<file path="src/rtl/core/pisc_pkg.sv">
// Shared types, codes and limits for the PI speed controller with brake.
package pisc_pkg;

   localparam int SPEED_W  = 16;
   localparam int STAMP_W  = 32;
   localparam int GAIN_W   = 16;
   localparam int THR_W    = 15;
   localparam int ERR_W    = SPEED_W + 1;
   localparam int INTEG_W  = 48;
   localparam int MOTOR_W  = 10;
   localparam int BRAKE_W  = 7;
   localparam int MUL_A_W  = 18;
   localparam int MUL_B_W  = STAMP_W + 1;
   localparam int MUL_P_W  = MUL_A_W + MUL_B_W;
   localparam int ACC_W    = 64;
   localparam int INTEG_LO = 24;

   localparam logic [1:0] OP_MEASURE = 2'd0;
   localparam logic [1:0] OP_TARGET  = 2'd1;
   localparam logic [1:0] OP_ON      = 2'd2;
   localparam logic [1:0] OP_OFF     = 2'd3;

   localparam logic [1:0] REG_MOTOR_PROP = 2'd0;
   localparam logic [1:0] REG_MOTOR_INTEG = 2'd1;
   localparam logic [1:0] REG_BRAKE_PROP = 2'd2;
   localparam logic [1:0] REG_BRAKE_THR  = 2'd3;

   localparam logic [MOTOR_W-1:0] MOTOR_LIMIT = 10'd1000;
   localparam logic [BRAKE_W-1:0] BRAKE_HIGH  = 7'd100;
   localparam logic [BRAKE_W-1:0] BRAKE_LOW   = 7'd1;

   typedef struct packed {
      logic [GAIN_W-1:0] motor_prop_gain;
      logic [GAIN_W-1:0] motor_integ_gain;
      logic [GAIN_W-1:0] brake_prop_gain;
      logic [THR_W-1:0]  brake_threshold;
   } cfg_type;

endpackage

</file>
<file path="src/rtl/core/pi_speed_control_with_brake_core.sv">
// PI speed controller with overspeed brake: sequencer and datapath top level.
//
// Request channel (req_): operation, speed_value, time_stamp. Operation 0 is a
// speed measurement, 1 sets the target, 2 switches the loop on, 3 switches it
// off. Only a measurement taken while the loop is on yields a response.
// Response channel (rsp_): motor_command, brake_command and the stamp echo.
// Configuration (csr_): index 0..3 selects Kp, Ki, Kb and the brake threshold;
// csr_ready is always high; write only while the block is idle.
// Target, on and off requests complete in the accept cycle; the block is ready
// again on the next cycle. A measurement steps through ERRDT, INTEG, PROP, ILO,
// IHI and DONE on one shared 18x33 multiplier (err*dt, Kp*err, Ki*integral in
// two halves, Kb*err); the response is registered in DONE, and no new request
// is taken until the sequencer is back in idle.
// A finished response sits in an output register; if the receiver stalls and
// a new result is ready, the sequencer holds in its final step until the
// pending response is taken.
// Synchronous reset clears all gains, the target, the integral, the latched
// stamp, switches the loop off and drops any pending response.
module pi_speed_control_with_brake_core (
   input  logic                          clock,
   input  logic                          reset,
   input  logic                          req_valid,
   output logic                          req_ready,
   input  logic [1:0]                    req_operation,
   input  logic [pisc_pkg::SPEED_W-1:0]  req_speed_value,
   input  logic [pisc_pkg::STAMP_W-1:0]  req_time_stamp,
   output logic                          rsp_valid,
   input  logic                          rsp_ready,
   output logic [pisc_pkg::MOTOR_W-1:0]  rsp_motor_command,
   output logic [pisc_pkg::BRAKE_W-1:0]  rsp_brake_command,
   output logic [pisc_pkg::STAMP_W-1:0]  rsp_stamp_echo,
   input  logic                          csr_valid,
   output logic                          csr_ready,
   input  logic [1:0]                    csr_index,
   input  logic [pisc_pkg::GAIN_W-1:0]   csr_wdata
);
   import pisc_pkg::*;

   localparam logic [2:0] ST_IDLE  = 3'd0;
   localparam logic [2:0] ST_ERRDT = 3'd1;
   localparam logic [2:0] ST_INTEG = 3'd2;
   localparam logic [2:0] ST_PROP  = 3'd3;
   localparam logic [2:0] ST_ILO   = 3'd4;
   localparam logic [2:0] ST_IHI   = 3'd5;
   localparam logic [2:0] ST_DONE  = 3'd6;

   cfg_type cfg;

   logic [2:0]         state_ff, state_in;
   logic               loop_ff, loop_in;
   logic [SPEED_W-1:0] target_ff, target_in;
   logic [STAMP_W-1:0] last_ff, last_in;
   logic [INTEG_W-1:0] integ_ff, integ_in;
   logic [ERR_W-1:0]   err_ff, err_in;
   logic [STAMP_W-1:0] dt_ff, dt_in;
   logic [STAMP_W-1:0] stamp_ff, stamp_in;
   logic [ACC_W-1:0]   acc_ff, acc_in;
   logic               rsp_valid_ff, rsp_valid_in;
   logic [MOTOR_W-1:0] motor_ff, motor_in;
   logic [BRAKE_W-1:0] brake_cmd_ff, brake_cmd_in;
   logic [STAMP_W-1:0] echo_ff, echo_in;

   logic               accept;
   logic               mul_en;
   logic [MUL_A_W-1:0] mul_a;
   logic [MUL_B_W-1:0] mul_b;
   logic [MUL_P_W-1:0] prod;
   logic [ACC_W-1:0]   prod_ext;
   logic [INTEG_W+1:0] isum;
   logic [INTEG_W-1:0] isat;
   logic [ERR_W-1:0]   neg_thr;
   logic               braking;
   logic [MOTOR_W-1:0] motor_val;
   logic [BRAKE_W-1:0] brake_val;
   logic [ERR_W-1:0]   brake_int;
   logic               out_free;

   pisc_csr u_csr (
      .clock     (clock),
      .reset     (reset),
      .csr_valid (csr_valid),
      .csr_ready (csr_ready),
      .csr_index (csr_index),
      .csr_wdata (csr_wdata),
      .cfg       (cfg)
   );

   pisc_mult u_mult (
      .clock  (clock),
      .enable (mul_en),
      .op_a   (mul_a),
      .op_b   (mul_b),
      .prod   (prod)
   );

   assign req_ready = (state_ff == ST_IDLE);
   assign accept    = req_valid && req_ready;
   assign out_free  = !rsp_valid_ff || rsp_ready;

   assign rsp_valid         = rsp_valid_ff;
   assign rsp_motor_command = motor_ff;
   assign rsp_brake_command = brake_cmd_ff;
   assign rsp_stamp_echo    = echo_ff;

   assign prod_ext = {{(ACC_W-MUL_P_W){prod[MUL_P_W-1]}}, prod};

   // integral update with saturation to 48 bits
   assign isum = {{2{integ_ff[INTEG_W-1]}}, integ_ff} + prod[INTEG_W+1:0];
   always_comb begin
      if (isum[INTEG_W+1:INTEG_W-1] == 3'b000 || isum[INTEG_W+1:INTEG_W-1] == 3'b111) begin
         isat = isum[INTEG_W-1:0];
      end else if (isum[INTEG_W+1]) begin
         isat = {1'b1, {(INTEG_W-1){1'b0}}};
      end else begin
         isat = {1'b0, {(INTEG_W-1){1'b1}}};
      end
   end

   // operand select for the shared multiplier
   always_comb begin
      mul_en = 1'b1;
      mul_a  = '0;
      mul_b  = '0;
      case (state_ff)
         ST_ERRDT: begin
            mul_a = {err_ff[ERR_W-1], err_ff};
            mul_b = {1'b0, dt_ff};
         end
         ST_INTEG: begin
            mul_a = {{(MUL_A_W-GAIN_W){cfg.motor_prop_gain[GAIN_W-1]}}, cfg.motor_prop_gain};
            mul_b = {{(MUL_B_W-ERR_W){err_ff[ERR_W-1]}}, err_ff};
         end
         ST_PROP: begin
            mul_a = {{(MUL_A_W-GAIN_W){cfg.motor_integ_gain[GAIN_W-1]}},
                     cfg.motor_integ_gain};
            mul_b = {{(MUL_B_W-INTEG_LO){1'b0}}, integ_ff[INTEG_LO-1:0]};
         end
         ST_ILO: begin
            mul_a = {{(MUL_A_W-GAIN_W){cfg.motor_integ_gain[GAIN_W-1]}},
                     cfg.motor_integ_gain};
            mul_b = {{(MUL_B_W-(INTEG_W-INTEG_LO)){integ_ff[INTEG_W-1]}},
                     integ_ff[INTEG_W-1:INTEG_LO]};
         end
         ST_IHI: begin
            mul_a = {{(MUL_A_W-GAIN_W){cfg.brake_prop_gain[GAIN_W-1]}}, cfg.brake_prop_gain};
            mul_b = {{(MUL_B_W-ERR_W){err_ff[ERR_W-1]}}, err_ff};
         end
         default: mul_en = 1'b0;
      endcase
   end

   // output shaping: motor from acc, brake from Kb*err in the product register
   assign neg_thr   = '0 - {{(ERR_W-THR_W){1'b0}}, cfg.brake_threshold};
   assign braking   = $signed(err_ff) < $signed(neg_thr);
   assign brake_int = prod[ERR_W+15:16];

   always_comb begin
      if (acc_ff[ACC_W-1]) begin
         motor_val = '0;
      end else if (acc_ff[ACC_W-2:32] > {{(ACC_W-33-MOTOR_W){1'b0}}, MOTOR_LIMIT}) begin
         motor_val = MOTOR_LIMIT;
      end else begin
         motor_val = acc_ff[32+MOTOR_W-1:32];
      end
   end

   always_comb begin
      if (prod[MUL_P_W-1] || prod == '0) begin
         brake_val = BRAKE_LOW;
      end else if (brake_int > {{(ERR_W-BRAKE_W){1'b0}}, BRAKE_HIGH}) begin
         brake_val = BRAKE_HIGH;
      end else if (brake_int < {{(ERR_W-BRAKE_W){1'b0}}, BRAKE_LOW}) begin
         brake_val = BRAKE_LOW;
      end else begin
         brake_val = brake_int[BRAKE_W-1:0];
      end
   end

   always_comb begin
      state_in     = state_ff;
      loop_in      = loop_ff;
      target_in    = target_ff;
      last_in      = last_ff;
      integ_in     = integ_ff;
      err_in       = err_ff;
      dt_in        = dt_ff;
      stamp_in     = stamp_ff;
      acc_in       = acc_ff;
      rsp_valid_in = rsp_valid_ff && !rsp_ready;
      motor_in     = motor_ff;
      brake_cmd_in = brake_cmd_ff;
      echo_in      = echo_ff;
      case (state_ff)
         ST_IDLE: begin
            if (accept) begin
               case (req_operation)
                  OP_TARGET: target_in = req_speed_value;
                  OP_ON, OP_OFF: begin
                     integ_in = '0;
                     last_in  = req_time_stamp;
                     loop_in  = (req_operation == OP_ON);
                  end
                  default: begin
                     if (loop_ff) begin
                        err_in   = {target_ff[SPEED_W-1], target_ff}
                                 - {req_speed_value[SPEED_W-1], req_speed_value};
                        dt_in    = req_time_stamp - last_ff;
                        last_in  = req_time_stamp;
                        stamp_in = req_time_stamp;
                        state_in = ST_ERRDT;
                     end
                  end
               endcase
            end
         end
         ST_ERRDT: state_in = ST_INTEG;
         ST_INTEG: begin
            integ_in = isat;
            state_in = ST_PROP;
         end
         ST_PROP: begin
            acc_in   = prod_ext << 16;
            state_in = ST_ILO;
         end
         ST_ILO: begin
            acc_in   = acc_ff + prod_ext;
            state_in = ST_IHI;
         end
         ST_IHI: begin
            acc_in   = acc_ff + (prod_ext << INTEG_LO);
            state_in = ST_DONE;
         end
         ST_DONE: begin
            if (out_free) begin
               rsp_valid_in = 1'b1;
               motor_in     = braking ? '0 : motor_val;
               brake_cmd_in = braking ? brake_val : BRAKE_LOW;
               echo_in      = stamp_ff;
               state_in     = ST_IDLE;
            end
         end
         default: state_in = ST_IDLE;
      endcase
   end

   always_ff @(posedge clock) begin
      if (reset) begin
         state_ff     <= ST_IDLE;
         loop_ff      <= 1'b0;
         target_ff    <= '0;
         last_ff      <= '0;
         integ_ff     <= '0;
         rsp_valid_ff <= 1'b0;
      end else begin
         state_ff     <= state_in;
         loop_ff      <= loop_in;
         target_ff    <= target_in;
         last_ff      <= last_in;
         integ_ff     <= integ_in;
         rsp_valid_ff <= rsp_valid_in;
      end
   end

   always_ff @(posedge clock) begin
      err_ff       <= err_in;
      dt_ff        <= dt_in;
      stamp_ff     <= stamp_in;
      acc_ff       <= acc_in;
      motor_ff     <= motor_in;
      brake_cmd_ff <= brake_cmd_in;
      echo_ff      <= echo_in;
   end

   a_motor_limit: assert property (@(posedge clock) disable iff (reset)
      rsp_valid |-> rsp_motor_command <= MOTOR_LIMIT)
      else $error("motor command above limit");

   a_brake_range: assert property (@(posedge clock) disable iff (reset)
      rsp_valid |-> (rsp_brake_command >= BRAKE_LOW && rsp_brake_command <= BRAKE_HIGH))
      else $error("brake command out of range");

   a_drive_or_brake: assert property (@(posedge clock) disable iff (reset)
      (rsp_valid && rsp_motor_command != '0) |-> rsp_brake_command == BRAKE_LOW)
      else $error("drive and brake both active");

   a_busy_after_measure: assert property (@(posedge clock) disable iff (reset)
      (accept && req_operation == OP_MEASURE && loop_ff) |=> !req_ready)
      else $error("measurement did not start the sequencer");

   a_switch_clears: assert property (@(posedge clock) disable iff (reset)
      (accept && (req_operation == OP_ON || req_operation == OP_OFF)) |=> integ_ff == '0)
      else $error("switch request did not clear the integral");

endmodule

</file>
<file path="src/rtl/core/pisc_csr.sv">
// Configuration register file: gains and brake threshold.
module pisc_csr (
   input  logic                    clock,
   input  logic                    reset,
   input  logic                    csr_valid,
   output logic                    csr_ready,
   input  logic [1:0]              csr_index,
   input  logic [pisc_pkg::GAIN_W-1:0] csr_wdata,
   output pisc_pkg::cfg_type       cfg
);
   import pisc_pkg::*;

   cfg_type cfg_ff;
   cfg_type cfg_in;

   assign csr_ready = 1'b1;
   assign cfg = cfg_ff;

   always_comb begin
      cfg_in = cfg_ff;
      if (csr_valid) begin
         case (csr_index)
            REG_MOTOR_PROP:  cfg_in.motor_prop_gain  = csr_wdata;
            REG_MOTOR_INTEG: cfg_in.motor_integ_gain = csr_wdata;
            REG_BRAKE_PROP:  cfg_in.brake_prop_gain  = csr_wdata;
            REG_BRAKE_THR:   cfg_in.brake_threshold  = csr_wdata[THR_W-1:0];
            default:         cfg_in = cfg_ff;
         endcase
      end
   end

   always_ff @(posedge clock) begin
      if (reset) begin
         cfg_ff <= '0;
      end else begin
         cfg_ff <= cfg_in;
      end
   end

endmodule

</file>
<file path="src/rtl/core/pisc_mult.sv">
// Shared signed multiplier with registered product.
module pisc_mult (
   input  logic                         clock,
   input  logic                         enable,
   input  logic [pisc_pkg::MUL_A_W-1:0] op_a,
   input  logic [pisc_pkg::MUL_B_W-1:0] op_b,
   output logic [pisc_pkg::MUL_P_W-1:0] prod
);
   import pisc_pkg::*;

   logic signed [MUL_P_W-1:0] prod_in;
   logic [MUL_P_W-1:0]        prod_ff;

   assign prod_in = $signed(op_a) * $signed(op_b);
   assign prod = prod_ff;

   always_ff @(posedge clock) begin
      if (enable) begin
         prod_ff <= prod_in;
      end
   end

endmodule
</file>
<file path="config.mk">
export PLATFORM = sky130hd
export DESIGN_NAME = pi_speed_control_with_brake_core
export DESIGN_NICKNAME = d
export VERILOG_FILES = /design/src/rtl/core/pisc_pkg.sv /design/src/rtl/core/pi_speed_control_with_brake_core.sv /design/src/rtl/core/pisc_csr.sv /design/src/rtl/core/pisc_mult.sv
export SDC_FILE = /design/constraint.sdc
export NUM_CORES = 2
export LEC_CHECK = 0
export BUFFER_PORTS_ARGS = -buffer_cell sky130_fd_sc_hd__buf_2
export CAP_MARGIN = 20
export CORE_ASPECT_RATIO = 2
export CORE_MARGIN = 1.5
export CORE_UTILIZATION = 50
export DETAILED_ROUTE_END_ITERATION = 6
export PLACE_DENSITY = 0.68
export SYNTH_ARGS = -nofsm -noshare
export SYNTH_HDL_FRONTEND = slang
export SYNTH_HIERARCHICAL = 1
export SYNTH_SLANG_ARGS = --single-unit
</file>
<file path="constraint.sdc">
create_clock -name clock -period 14.9 [get_ports clock]
set_input_delay 2.235 -clock clock [delete_from_list [all_inputs] [get_ports clock]]
set_output_delay 2.235 -clock clock [all_outputs]
set_load 0.05 [all_outputs]
</file>
==> summary.md <==
| Metric | Value |
|---|---|
| R2R depth | 27 |
| Synth async-reset ratio | 0% |
| Vias post-DR | 39.3k |
| Slew @ Worst Pin | 1.11 ns |
| Yosys reg bits | 409 |
| Min-delay src | stamp_ff[27] |
| Wire per inst | 23.8 um |
| Setup crit end kind | flip-flop |
| Mapped Area | ~0.048 mm2 |
| Initial core utilization | 50.3% |
| Setup crit start | state_ff[0] |
| DRC Markers | 1 |
| Peak VDD IR | 142 uV |
| Final Slew Violations | 0 |
| Die width | 221 um |
| Top FF cell, synth | edfxtp_1 |
| Net Count, Synth | 6282 |
| Reg clk slew, reported paths | 0.07 ns |
| Number of max-cap violations | 0 |
| I/O pin count | ~130 |
| Reg2reg start | state_ff[0] |
| Clock root buffer | clkbuf_16 |
| First-pass DRT Iterations | 7 |
| Worst min path class | flip-flop to flip-flop |
| Postcts setup bufs | 0 |
| Register Area | ~0.011 mm2 |
| Post-route ant nets | 0 |
| Status | finished, violations left |
| Bufs on Longest Clock Path | 3 |
| Vias in the first global route | 41.5k |
| Row count | 160 |
| Worst Setup Start Kind | flip-flop |
| Area growth syn-to-layout | 7.62% |
| Post-placement cell count | 6505 |
| Min setup slack post-route | ~5.5 ns |
| Die area | around 0.097 mm2 |
| Post-synth top area cell | fa_1 |
| Share of the synthesized area in the top cell type | 24.1% |
| Core ar. | 0.0949 mm2 |
| Flop2flop setup slack | 5.46 ns |
| CTS tree | yes |
| Initial detailed-routing violation count | 2626 |
| First-pass GRT wire length | 238 mm |
| Crit-path max FO | 44 |
| DIE HEIGHT | 440 um |
| Port Buffers | 123 |
| Clock sink count | 409 |
| Post-synthesis sequential area ratio | between 20% and 30% |
| Final hold vios | 0 |
| Total negative setup slack | 0 ns |
| RR Endpoint | u_mult/prod[47] |
| Post-layout min period | ~9.4 ns |
| Synthesized area per cell | 9.01 um2 |
| Pleak | 23.2 nW |
| Final clock skew | 0.0314 ns |
| Failing checks | DRC |
| Largest net degree at the start of global routing | about 120 |
| Area occupied by multi-input gates | 0.0335 mm2 |
| Share of cells above drive strength 1 | 7.26% |
| Worst slew margin relative to its limit | approximately 25% |
| H-tree depth | 2 |
| Yosys cell types | 89 |
| Setup Crit Path Kind | flip-flop to flip-flop |
| Cell count after synthesis | 5295 |
| Filler cells | 8814 |
| Initial antenna violation count | 4 |
| EDFF count, synth | 245 |
| Pwr dens | 215 mW/mm2 |
| Pre-CTS setup slack | about 5.7 ns |
| Via density | 5.97 |
| Nets@finish | 6323 |
| All-Layer GR Usage | 32.6% |
| Synth area leaders | fa_1 (24%), edfxtp_1 (15%), ha_1 (8.9%), dfxtp_1 (6.9%), inv_1 (6.0%) |
| Post-detail-place hpwl | 121 mm |
| Layout Cells excl Fill | 6587 |
| Clk Latency, worst-skew pair | 0.61 ns |
| RSZ-0062 raised after global routing | false |
| WP data required | 15.24 ns |
| Hold_buf cts | 0 |
| Final setup viols | 0 |
| Final wirelength | 157 mm |
| Post-CTS Resized | 0 |
| CP endpoint | u_mult/prod[47] |
| Final worst path period share | between 60% and 70% |
| Fmax | 106 MHz |
| Yosys Warn Count | 6 |
| CTS buffer count | 43 |
| Placer Congestion | slightly below 1 |
| Congestion Overflow GR | 0 |
| WP data arrival | 9.78 ns |
## critical path: stages (launching register included)
cell and delay, ns:
dfxtp_4 0.70, buf_4 0.61, inv_1 0.42, and3_1 0.38, o2bb2ai_2 0.15, buf_4 0.24, a21o_1 0.46, nand2_1 0.20
fa_1 0.46, fa_1 0.52, fa_1 0.51, inv_1 0.05, fa_1 0.48, fa_1 0.52, inv_1 0.06, fa_1 0.79
inv_1 0.09, ha_1 0.36, a21o_1 0.20, a221oi_1 0.44, o21ai_0 0.20, nor3_1 0.17, o21a_1 0.19, o41ai_2 0.11
a221oi_2 0.28, o22ai_1 0.14, o41ai_2 0.24, xnor2_1 0.10
## report_power, final
| group | total [W] | switching, W | internal, W |
|---|---|---|---|
| Combinational | 0.00799 | 0.00520 | 0.00279 |
| Sequential | 0.00192 | 0.000316 | 0.00160 |
| Clock | 0.00113 | 0.000502 | 0.000631 |
## Yosys cell counts, types with 120 or more instances
cell      instances
and2_1          246
xnor2_1         155
ha_1            340
a21oi_1         373
clkbuf_1        205
edfxtp_1        245
nand2_1         647
nor2_1          254
inv_1           760
dfxtp_1         164
o21ai_0         183
fa_1            574
a21o_1          122
mux2i_1         120
## layout by cell type, fill, tap and decap left out, drive strengths merged, types with 120 or more instances in the layout
cell and instances:
edfxtp 245, and2 246, a21o 122, fa 574, inv 761, nor2 255
dfxtp 164, nand2 647, ha 340, o21ai 189, buf 229, xnor2 155
a21oi 375, mux2i 120
## state kept, by name (all words and copies together) (netlist names), 3 cells and up
| signal | cells |
|---|---|
| stamp_ff | 32 |
| rsp_brake_command | 7 |
| state_ff | 3 |
| u_csr/cfg | 63 |
| u_mult/prod | 51 |
| err_ff | 17 |
| integ_ff | 48 |
| rsp_motor_command | 10 |
| rsp_stamp_echo | 32 |
| acc_ff | 64 |
| dt_ff | 32 |
| target_ff | 16 |
| last_ff | 32 |
## cell families (layout without fill, tap and decap cells)
group,Yosys count,after routing,share of synthesized area [%]
mux,138,138,2.95
buf+inv,994,1069,7.90
flops,409,409,22.3
other cells,1,3,0.00786
simple gates,1562,1562,15.6
fa+ha+maj,914,914,33.0
compound gates,1053,1053,14.1
xor+xnor,224,224,4.11
## cell type report
class,instances,share of cell area [%]
multi-input combinational,3892,65.2
sequential,409,20.7
inverter,761,5.56
tap,1215,2.96
timing repair buffer,229,2.77
clock buffer,57,2.36
clock inverter,22,0.444
antenna,2,0.00975
## worst min-delay path by stage
stage / cells after the start / end / slack (ns)
6_report: 0 / rsp_stamp_echo[27] / 0.41
5_1_grt: 0 / rsp_stamp_echo[27] / 0.41
4_1_cts: 0 / rsp_stamp_echo[27] / 0.41
3_5_place_dp: 0 / rsp_stamp_echo[15] / 0.40
3_3_place_gp: 0 / rsp_stamp_echo[29] / 0.40
2_1_floorplan: 0 / rsp_stamp_echo[0] / 0.40
## per-layer routing
| layer | global-route usage [%] | share of wire (%) |
|---|---|---|
| met1 | 30.4 | 31 |
| met2 | 59.1 | 50 |
| met3 | 4.92 | 5.8 |
| met4 | 33.9 | 13 |
| met5 | 0 | 0.017 |
## per-stage QoR
step	hold WS (ns)	power [W]	utilization (%)	area (um2)
3_5_place_dp	0.405	0.00970	52.6	49900
5_1_grt	0.415	0.0117	54.1	51300
3_3_place_gp	0.401	0.00962	52.6	49900
4_1_cts	0.409	0.0109	54.1	51300
2_1_floorplan	0.400	0.00704	-	47700
6_report	0.406	0.0110	54.1	51300
Note: power is estimated with default switching activity, not from simulation.
